`config.mk`:
```
export PLATFORM = sky130hd
export DESIGN_NAME = channel_move_announcer
export DESIGN_NICKNAME = d
export VERILOG_FILES = /design/src/rtl/cma_pkg.sv /design/src/rtl/channel_move_announcer.sv /design/src/rtl/cma_cfg.sv /design/src/rtl/cma_core.sv
export SDC_FILE = /design/constraint.sdc
export NUM_CORES = 1
export LEC_CHECK = 0
export ABC_AREA = 1
export BUFFER_PORTS_ARGS = -buffer_cell sky130_fd_sc_hd__buf_2
export CAP_MARGIN = 5
export CELL_PAD_IN_SITES_DETAIL_PLACEMENT = 1
export CELL_PAD_IN_SITES_GLOBAL_PLACEMENT = 1
export CORE_MARGIN = 8
export CORE_UTILIZATION = 40
export DETAILED_ROUTE_END_ITERATION = 10
export PLACE_DENSITY_LB_ADDON = 0.3
export RECOVER_POWER = 50
export SYNTH_ARGS = -nofsm -noshare
export SYNTH_HDL_FRONTEND = slang
export SYNTH_SLANG_ARGS = --single-unit
export TNS_END_PERCENT = 30
```
`constraint.sdc`:
```
create_clock -name clk -period 6.6 [get_ports clk]
set_clock_uncertainty 0.2 [all_clocks]
set_input_delay 0.66 -clock clk [delete_from_list [all_inputs] [get_ports clk]]
set_output_delay 0.66 -clock clk [all_outputs]
set_load 0.01 [all_outputs]
```
`src/rtl/cma_pkg.sv`:
```
package cma_pkg;

    localparam int CHAN_W     = 7;
    localparam int CFG_IDX_W  = 2;
    localparam int CFG_DATA_W = 16;
    localparam int GAP_W      = 36;

    localparam logic [19:0] US_PER_SECOND = 20'd1000000;

    localparam logic [1:0] OP_REQUEST = 2'd0;
    localparam logic [1:0] OP_SLOT    = 2'd1;
    localparam logic [1:0] OP_SENT    = 2'd2;

    localparam logic [2:0] ST_OK        = 3'd0;
    localparam logic [2:0] ST_ALREADY   = 3'd1;
    localparam logic [2:0] ST_RANGE     = 3'd2;
    localparam logic [2:0] ST_SPARSE    = 3'd3;
    localparam logic [2:0] ST_BUSY      = 3'd4;
    localparam logic [2:0] ST_TOO_SOON  = 3'd5;

    localparam logic [CFG_IDX_W-1:0] REG_MOVE_DELAY = 2'd0;
    localparam logic [CFG_IDX_W-1:0] REG_MIN_GAP    = 2'd1;
    localparam logic [CFG_IDX_W-1:0] REG_SPARSE     = 2'd2;
    localparam logic [CFG_IDX_W-1:0] REG_HOME       = 2'd3;

    localparam logic [7:0]        MOVE_DELAY_RESET = 8'd16;
    localparam logic [15:0]       MIN_GAP_RESET    = 16'd60;
    localparam logic [CHAN_W-1:0] HOME_RESET       = 7'd57;

    typedef struct packed {
        logic [1:0]  operation;
        logic [7:0]  target;
        logic [63:0] now_us;
    } in_beat_t;

    typedef struct packed {
        logic [2:0]        status;
        logic              announce;
        logic [CHAN_W-1:0] announced_target;
        logic [7:0]        countdown;
        logic              moved;
        logic [CHAN_W-1:0] channel;
        logic              announcing;
        logic [CHAN_W-1:0] reported_target;
    } out_beat_t;

    typedef struct packed {
        logic [GAP_W-1:0]  gap_us;
        logic              sparse;
        logic              home_we;
        logic [CHAN_W-1:0] home;
    } cfg_t;

endpackage

```
`src/rtl/channel_move_announcer.sv`:
```
// channel   signals                        beat
// in        in_valid  in_ready  in_data    operation, target, now_us
// out       out_valid out_ready out_data   status .. reported_target
// cfg       cfg_we    cfg_addr  cfg_data   register write, no handshake
//
// One beat per cycle sustained while the output is not stalled; each beat passes through the input
// register, then the state update into the result register, before its result is presented.
// Reset clears the valid flags and core state and loads the register defaults; beat data is not reset.
// A stalled output holds its beat; one more input beat is buffered, then in_ready drops.
module channel_move_announcer
    import cma_pkg::*;
#(
    parameter int UNIT          = 4,
    parameter int COUNTDOWN_MAX = 255,
    parameter int RF_MAX        = 124
)
(
    input  logic                  clk,
    input  logic                  rst_n,
    input  logic                  in_valid,
    output logic                  in_ready,
    input  in_beat_t              in_data,
    output logic                  out_valid,
    input  logic                  out_ready,
    output out_beat_t             out_data,
    input  logic                  cfg_we,
    input  logic [CFG_IDX_W-1:0]  cfg_addr,
    input  logic [CFG_DATA_W-1:0] cfg_data
);

    localparam int SPAN_W = 8 + $clog2(UNIT);

    in_beat_t          in_beat_reg;
    logic              in_valid_reg;
    out_beat_t         out_beat_reg;
    logic              out_valid_reg;
    logic              advance;
    out_beat_t         result;
    cfg_t              cfg;
    logic [SPAN_W-1:0] delay_span;

    assign advance  = in_valid_reg && (!out_valid_reg || out_ready);
    assign in_ready = !in_valid_reg || advance;

    cma_cfg #(
        .UNIT   (UNIT),
        .SPAN_W (SPAN_W)
    ) u_cfg (
        .clk        (clk),
        .rst_n      (rst_n),
        .cfg_we     (cfg_we),
        .cfg_addr   (cfg_addr),
        .cfg_data   (cfg_data),
        .cfg        (cfg),
        .delay_span (delay_span)
    );

    cma_core #(
        .UNIT          (UNIT),
        .COUNTDOWN_MAX (COUNTDOWN_MAX),
        .RF_MAX        (RF_MAX),
        .SPAN_W        (SPAN_W)
    ) u_core (
        .clk        (clk),
        .rst_n      (rst_n),
        .step       (advance),
        .beat       (in_beat_reg),
        .cfg        (cfg),
        .delay_span (delay_span),
        .result     (result)
    );

    always_ff @(posedge clk or negedge rst_n)
    begin
        if (!rst_n)
        begin
            in_valid_reg  <= 1'b0;
            out_valid_reg <= 1'b0;
        end
        else
        begin
            if (in_ready)
                in_valid_reg <= in_valid;
            if (advance)
                out_valid_reg <= 1'b1;
            else if (out_ready)
                out_valid_reg <= 1'b0;
        end
    end

    always_ff @(posedge clk)
    begin
        if (in_ready && in_valid)
            in_beat_reg <= in_data;
        if (advance)
            out_beat_reg <= result;
    end

    assign out_valid = out_valid_reg;
    assign out_data  = out_beat_reg;

endmodule

```
`src/rtl/cma_cfg.sv`:
```
module cma_cfg
    import cma_pkg::*;
#(
    parameter int UNIT   = 4,
    parameter int SPAN_W = 10
)
(
    input  logic                  clk,
    input  logic                  rst_n,
    input  logic                  cfg_we,
    input  logic [CFG_IDX_W-1:0]  cfg_addr,
    input  logic [CFG_DATA_W-1:0] cfg_data,
    output cfg_t                  cfg,
    output logic [SPAN_W-1:0]     delay_span
);

    localparam logic [SPAN_W-1:0] UNIT_V = SPAN_W'(UNIT);

    logic [SPAN_W-1:0] delay_span_reg;
    logic [GAP_W-1:0]  gap_reg;
    logic              sparse_reg;

    // delay and gap kept pre-scaled so the datapath sees no multiplier on them
    always_ff @(posedge clk or negedge rst_n)
    begin
        if (!rst_n)
        begin
            delay_span_reg <= SPAN_W'(MOVE_DELAY_RESET) * UNIT_V;
            gap_reg        <= GAP_W'(MIN_GAP_RESET) * GAP_W'(US_PER_SECOND);
            sparse_reg     <= 1'b0;
        end
        else if (cfg_we)
        begin
            case (cfg_addr)
                REG_MOVE_DELAY: delay_span_reg <= SPAN_W'(cfg_data[7:0]) * UNIT_V;
                REG_MIN_GAP:    gap_reg <= GAP_W'(cfg_data[15:0]) * GAP_W'(US_PER_SECOND);
                REG_SPARSE:     sparse_reg <= cfg_data[0];
                default:        ;
            endcase
        end
    end

    always_comb
    begin
        cfg.gap_us  = gap_reg;
        cfg.sparse  = sparse_reg;
        cfg.home_we = cfg_we && (cfg_addr == REG_HOME);
        cfg.home    = cfg_data[CHAN_W-1:0];
    end

    assign delay_span = delay_span_reg;

endmodule

```
`src/rtl/cma_core.sv`:
```
module cma_core
    import cma_pkg::*;
#(
    parameter int UNIT          = 4,
    parameter int COUNTDOWN_MAX = 255,
    parameter int RF_MAX        = 124,
    parameter int SPAN_W        = 10
)
(
    input  logic              clk,
    input  logic              rst_n,
    input  logic              step,
    input  in_beat_t          beat,
    input  cfg_t              cfg,
    input  logic [SPAN_W-1:0] delay_span,
    output out_beat_t         result
);

    localparam int PH_W = (UNIT > 1) ? $clog2(UNIT) : 1;
    localparam int X_W  = $clog2(COUNTDOWN_MAX * UNIT + UNIT);
    localparam int K    = X_W + $clog2(UNIT) + 1;
    localparam int P_W  = X_W + K + 1;

    localparam logic [K:0]      RECIP      = (K+1)'(((1 << K) + UNIT - 1) / UNIT);
    localparam logic [PH_W-1:0] PH_LAST    = PH_W'(UNIT - 1);
    localparam logic [31:0]     CLAMP_SPAN = 32'(COUNTDOWN_MAX * UNIT);
    localparam logic [31:0]     UNIT_32    = 32'(UNIT);
    localparam logic [X_W-1:0]  ROUND_UP   = X_W'(UNIT - 1);
    localparam logic [7:0]      CD_MAX     = 8'(COUNTDOWN_MAX);
    localparam logic [7:0]      RF_MAX_V   = 8'(RF_MAX);

    logic [CHAN_W-1:0] cur_reg,  cur_next;
    logic [CHAN_W-1:0] pend_reg, pend_next;
    logic              pending_reg, pending_next;
    logic              moved_reg, moved_next;
    logic [63:0]       last_reg, last_next;
    logic [31:0]       sent_reg, sent_next;
    logic [PH_W-1:0]   phase_reg, phase_next;
    logic [31:0]       point_reg, point_next;

    logic [31:0]       sent_inc;
    logic [64:0]       since;
    logic              too_soon;
    logic [31:0]       rem;
    logic [X_W-1:0]    rem_up;
    logic [P_W-1:0]    prod;
    logic [7:0]        quot;
    logic [7:0]        cd;
    logic              slot_ok;

    assign sent_inc = sent_reg + 32'd1;
    assign since    = {1'b0, beat.now_us} - {1'b0, last_reg};
    assign too_soon = since[64] || (since[63:0] < 64'(cfg.gap_us));
    assign slot_ok  = pending_reg && (phase_reg == '0)
                      && ({1'b0, point_reg} > ({1'b0, sent_reg} + 33'd1));
    assign rem      = point_reg - sent_inc;
    assign rem_up   = rem[X_W-1:0] + ROUND_UP;
    assign prod     = P_W'(rem_up) * P_W'(RECIP);
    assign quot     = prod[K +: 8];

    always_comb
    begin
        if (rem > CLAMP_SPAN)
            cd = CD_MAX;
        else if (quot == 8'd0)
            cd = 8'd1;
        else
            cd = quot;
    end

    always_comb
    begin
        cur_next     = cur_reg;
        pend_next    = pend_reg;
        pending_next = pending_reg;
        moved_next   = moved_reg;
        last_next    = last_reg;
        sent_next    = sent_reg;
        phase_next   = phase_reg;
        point_next   = point_reg;

        result                  = '0;

        if (step)
        begin
            case (beat.operation)
                OP_REQUEST:
                begin
                    if (beat.target > RF_MAX_V)
                        result.status = ST_RANGE;
                    else if (beat.target == {1'b0, cur_reg})
                        result.status = ST_ALREADY;
                    else if (cfg.sparse)
                        result.status = ST_SPARSE;
                    else if (pending_reg)
                        result.status = ST_BUSY;
                    else if (moved_reg && too_soon)
                        result.status = ST_TOO_SOON;
                    else
                    begin
                        result.status = ST_OK;
                        pending_next  = 1'b1;
                        pend_next     = beat.target[CHAN_W-1:0];
                        point_next    = sent_reg + 32'(delay_span);
                    end
                end
                OP_SLOT:
                begin
                    if (slot_ok)
                    begin
                        result.announce         = 1'b1;
                        result.announced_target = pend_reg;
                        result.countdown        = cd;
                        point_next              = sent_inc + 32'(cd) * UNIT_32;
                    end
                end
                OP_SENT:
                begin
                    sent_next = sent_inc;
                    // phase tracks sent_count mod UNIT, including across the 32-bit wrap
                    if (sent_inc == 32'd0 || phase_reg == PH_LAST)
                        phase_next = '0;
                    else
                        phase_next = phase_reg + PH_W'(1);
                    if (pending_reg && (sent_inc >= point_reg))
                    begin
                        cur_next     = pend_reg;
                        pending_next = 1'b0;
                        moved_next   = 1'b1;
                        last_next    = beat.now_us;
                        result.moved = 1'b1;
                    end
                end
                default: ;
            endcase
        end

        if (cfg.home_we && !moved_reg && !pending_reg)
        begin
            cur_next  = cfg.home;
            pend_next = cfg.home;
        end

        result.channel         = cur_next;
        result.announcing      = pending_next;
        result.reported_target = pending_next ? pend_next : cur_next;
    end

    always_ff @(posedge clk or negedge rst_n)
    begin
        if (!rst_n)
        begin
            cur_reg     <= HOME_RESET;
            pend_reg    <= HOME_RESET;
            pending_reg <= 1'b0;
            moved_reg   <= 1'b0;
            last_reg    <= '0;
            sent_reg    <= '0;
            phase_reg   <= '0;
            point_reg   <= '0;
        end
        else
        begin
            cur_reg     <= cur_next;
            pend_reg    <= pend_next;
            pending_reg <= pending_next;
            moved_reg   <= moved_next;
            last_reg    <= last_next;
            sent_reg    <= sent_next;
            phase_reg   <= phase_next;
            point_reg   <= point_next;
        end
    end

endmodule
```
==> metrics.txt <==
DRC 0; Compound-Gate Fraction of Synth Area roughly 12%; max reg flops 74; slew at the pin closest to its max-slew limit 4.79 ns; Clk Latency, worst-skew pair ~0.57 ns; Vias 23796; Hold Startpoint in_data[60]; initial antenna violation count 0; GRT busiest layer met2; final max-slew violation count 261; Cell Area, Synth 0.0251 mm2; nets 4014; Ys Warns 0; Die X approximately 270 um; fin crit period between 6 and 7 ns; Peak VDD IR a little over 300 uV; multiplexer share of the synthesized area less than 1%; syn nets 3824; fin crit share 93.3%; Main synth FF type dfrtp_1; All-Layer GR Usage a little under a quarter; vias in the first global route ~25000; # rows 92; Placed Cells 4422; initial core utilization 40.1%; H-tree Lvls 2; Max Cap Viol 6; Hold Crit Class primary input to flop; CTS Buffer Depth 3; power per cell area 474 mW/mm2; Die H 267 um; Syn-to-layout area delta 13.2%; Avg Cell Area, Syn approximately 7.3 um2; crit path capture type flop; ANT cells 0; Final setup viols 0; Iteration-0 DRC Markers 1548; met3 GRT Util 2.55%; Reg clk slew, reported paths about 0.060 ns; largest net degree at the start of global routing 75; RR Startpoint u_core.sent_reg[1]$_DFFE_PN0P_; final WL 84500 um; clk sinks 296; Unique masters post-synth 61; Synth top area share roughly 17%; Max-slew headroom -220%; GR met2 Demand/Resource 38.9%; Port Buffer Count around 130; Synth Area in XOR/XNOR 3.56%; Leak 13.9 nW; Max Clk Rate about 160 MHz; Core ar. about 0.063 mm2; critical path class flop to flop; Ports 134; post-place setup slack -0.105 ns; Seq/Total Area, Yosys 31.7%; cell with the most instances after synthesis nand2_1; EDFF count, synth 109; final worst slack 0.444 ns; Post-synth ARST share 63.2%; largest cells by area after synthesis dfrtp_1, edfxtp_1, nand2_1; root buf cell clkbuf_16; Critical-path top delay cell dfrtp_2; post-DR wirelength/cell roughly 19 um; Final Util a little under half; die area between 0.07 and 0.08 mm2; HPWL Detailed just under 70000 um; total global routing overflow 0; most used cell, CP nor2_1; max incr delay on CP 0.40 ns; largest family of logic cells by synthesized area simple AND/OR/NAND/NOR gates; final hold slack approximately 0.068 ns; total CTS buffers 37; status complete, but fails checks; CP Data Arrival Time 6.41 ns; Setup crit start u_core.sent_reg[1]$_DFFE_PN0P_; drt first pass iters 6; share of cells above drive strength 1 10.3%; Crit Path Max Fanout 8; most frequent cells after synthesis nand2_1, inv_1, nor2_1; Layout Cells excl Fill between 4000 and 5000; CTS tree yes; fin area 0.0284 mm2; Filler Cell Count 8033; simple-gate portion of the synthesized area 26.9%; global-route wire length before repair between 100000 and 150000 um; area leader, netlist dfrtp_1; final RePlAce weighted congestion roughly 0.93; Area after DPL 0.0271 mm2; total count of hold-check failures in the final report 0; vias per inst approximately 5.3; adder-cell share of the synthesized area 16.2%; FF+latch count, synth between 200 and 300; CP Data Required Time 6.85 ns; failing checks capacitance limit, slew limit; M1 GR Usage 32.0%; DRT antenna net count 0; Syn Inst Count 3437; crit path launch type flop
==> final cells by class <==
type                            count  area, um2  area share, %
Inverter                          551       2070           7.28
Clock inverter                     10       80.1          0.282
Clock buffer                       58       1110           3.89
Multi-Input combinational cell   2541      15000           52.9
Sequential cell                   296       7990           28.1
Timing Repair Buffer              200       1100           3.88
Tap cell                          846       1060           3.72
==> where the power goes <==
group          switching, mW  internal [mW]  total (mW)
Clock                  0.841           1.19        2.03
Combinational           5.62           3.01        8.63
Sequential             0.322           2.49        2.81
Total                   6.79           6.68        13.5
==> critical path, delay by kind of cell, from the launching register on <==
| kind | cells | cell delay (ns) |
|---|---|---|
| simple gates | 28 | 3.37 |
| compound gates | 2 | 0.22 |
| buf+inv | 6 | 0.62 |
| fa+ha+maj | 3 | 0.86 |
| xor+xnor | 2 | 0.38 |
| flops | 1 | 0.40 |
==> layout by cell type, fill, tap and decap left out, types with 19 or more instances in the layout <==
cell       Yosys  routed
nand4_1       50      50
xnor2_1       32      32
buf_2         11      87
nand2_2       27      32
clkbuf_1      32      64
o21ai_1       25      26
nor2_2        21      29
o21ai_0      171     169
nor2_1       399     388
a21oi_1      259     257
dfstp_2       19      19
edfxtp_1     109     109
dfrtp_1      168     159
buf_4          4      59
xor2_1        70      68
inv_1        541     538
nand3_1      205     203
ha_1         232     226
nand2_1      798     792
nor3_1        38      34
clkbuf_16      0      39
fa_1          58      58
==> worst paths after layout <==
check | endpoint | slack (ns) | depth (start not counted)
max reg2reg | u_core.point_reg[21]$_DFFE_PN0P_ | 0.44 | 41
min in group asynchronous | u_core.last_reg[54]$_DFFE_PN0P_ | 1.91 | 2
min | in_beat_reg[60]$_DFFE_PP_ | 0.07 | 1
min reg2reg | u_cfg.gap_reg[24]$_DFFE_PN1P_ | 0.29 | 2
max in group asynchronous | u_core.sent_reg[18]$_DFFE_PN0P_ | 1.12 | 3
max | u_core.point_reg[21]$_DFFE_PN0P_ | 0.44 | 41
==> cell families after synthesis <==
kind of cell,after synthesis
buffers and inverters,600
XOR/XNOR,102
flip-flops,296
multiplexers,5
AO/OA/AOI/OAI,556
adder cells (fa/ha/maj),290
AND/OR/NAND/NOR,1588
==> per-layer routing <==
| metal | routed length (um) | part of all wire (%) |
|---|---|---|
| met5 | 0 | 0 |
| met4 | 2190 | 2.6 |
| met3 | 3310 | 3.9 |
| met2 | 39400 | 47 |
| met1 | 39600 | 47 |
==> what timing repair did <==
| action | CTS | global route |
|---|---|---|
| resized for setup | 2 | 51 |
| buffers inserted | 0 | 11 |
| hold buffers | 1 | 0 |
| endpoints found under the setup margin | 11 | 23 |
| pin swaps | 0 | 12 |
| hold endpoints to repair | 62 | 0 |
==> stage by stage <==
step                      power [mW]  TNS (ns)
after floorplan                 8.72         0
after global placement          11.1         0
after detailed placement        11.2    -0.293
after CTS                       13.4         0
after global routing            14.7   -0.0771
final                           13.5         0
Power figures use the tool's default switching activity.
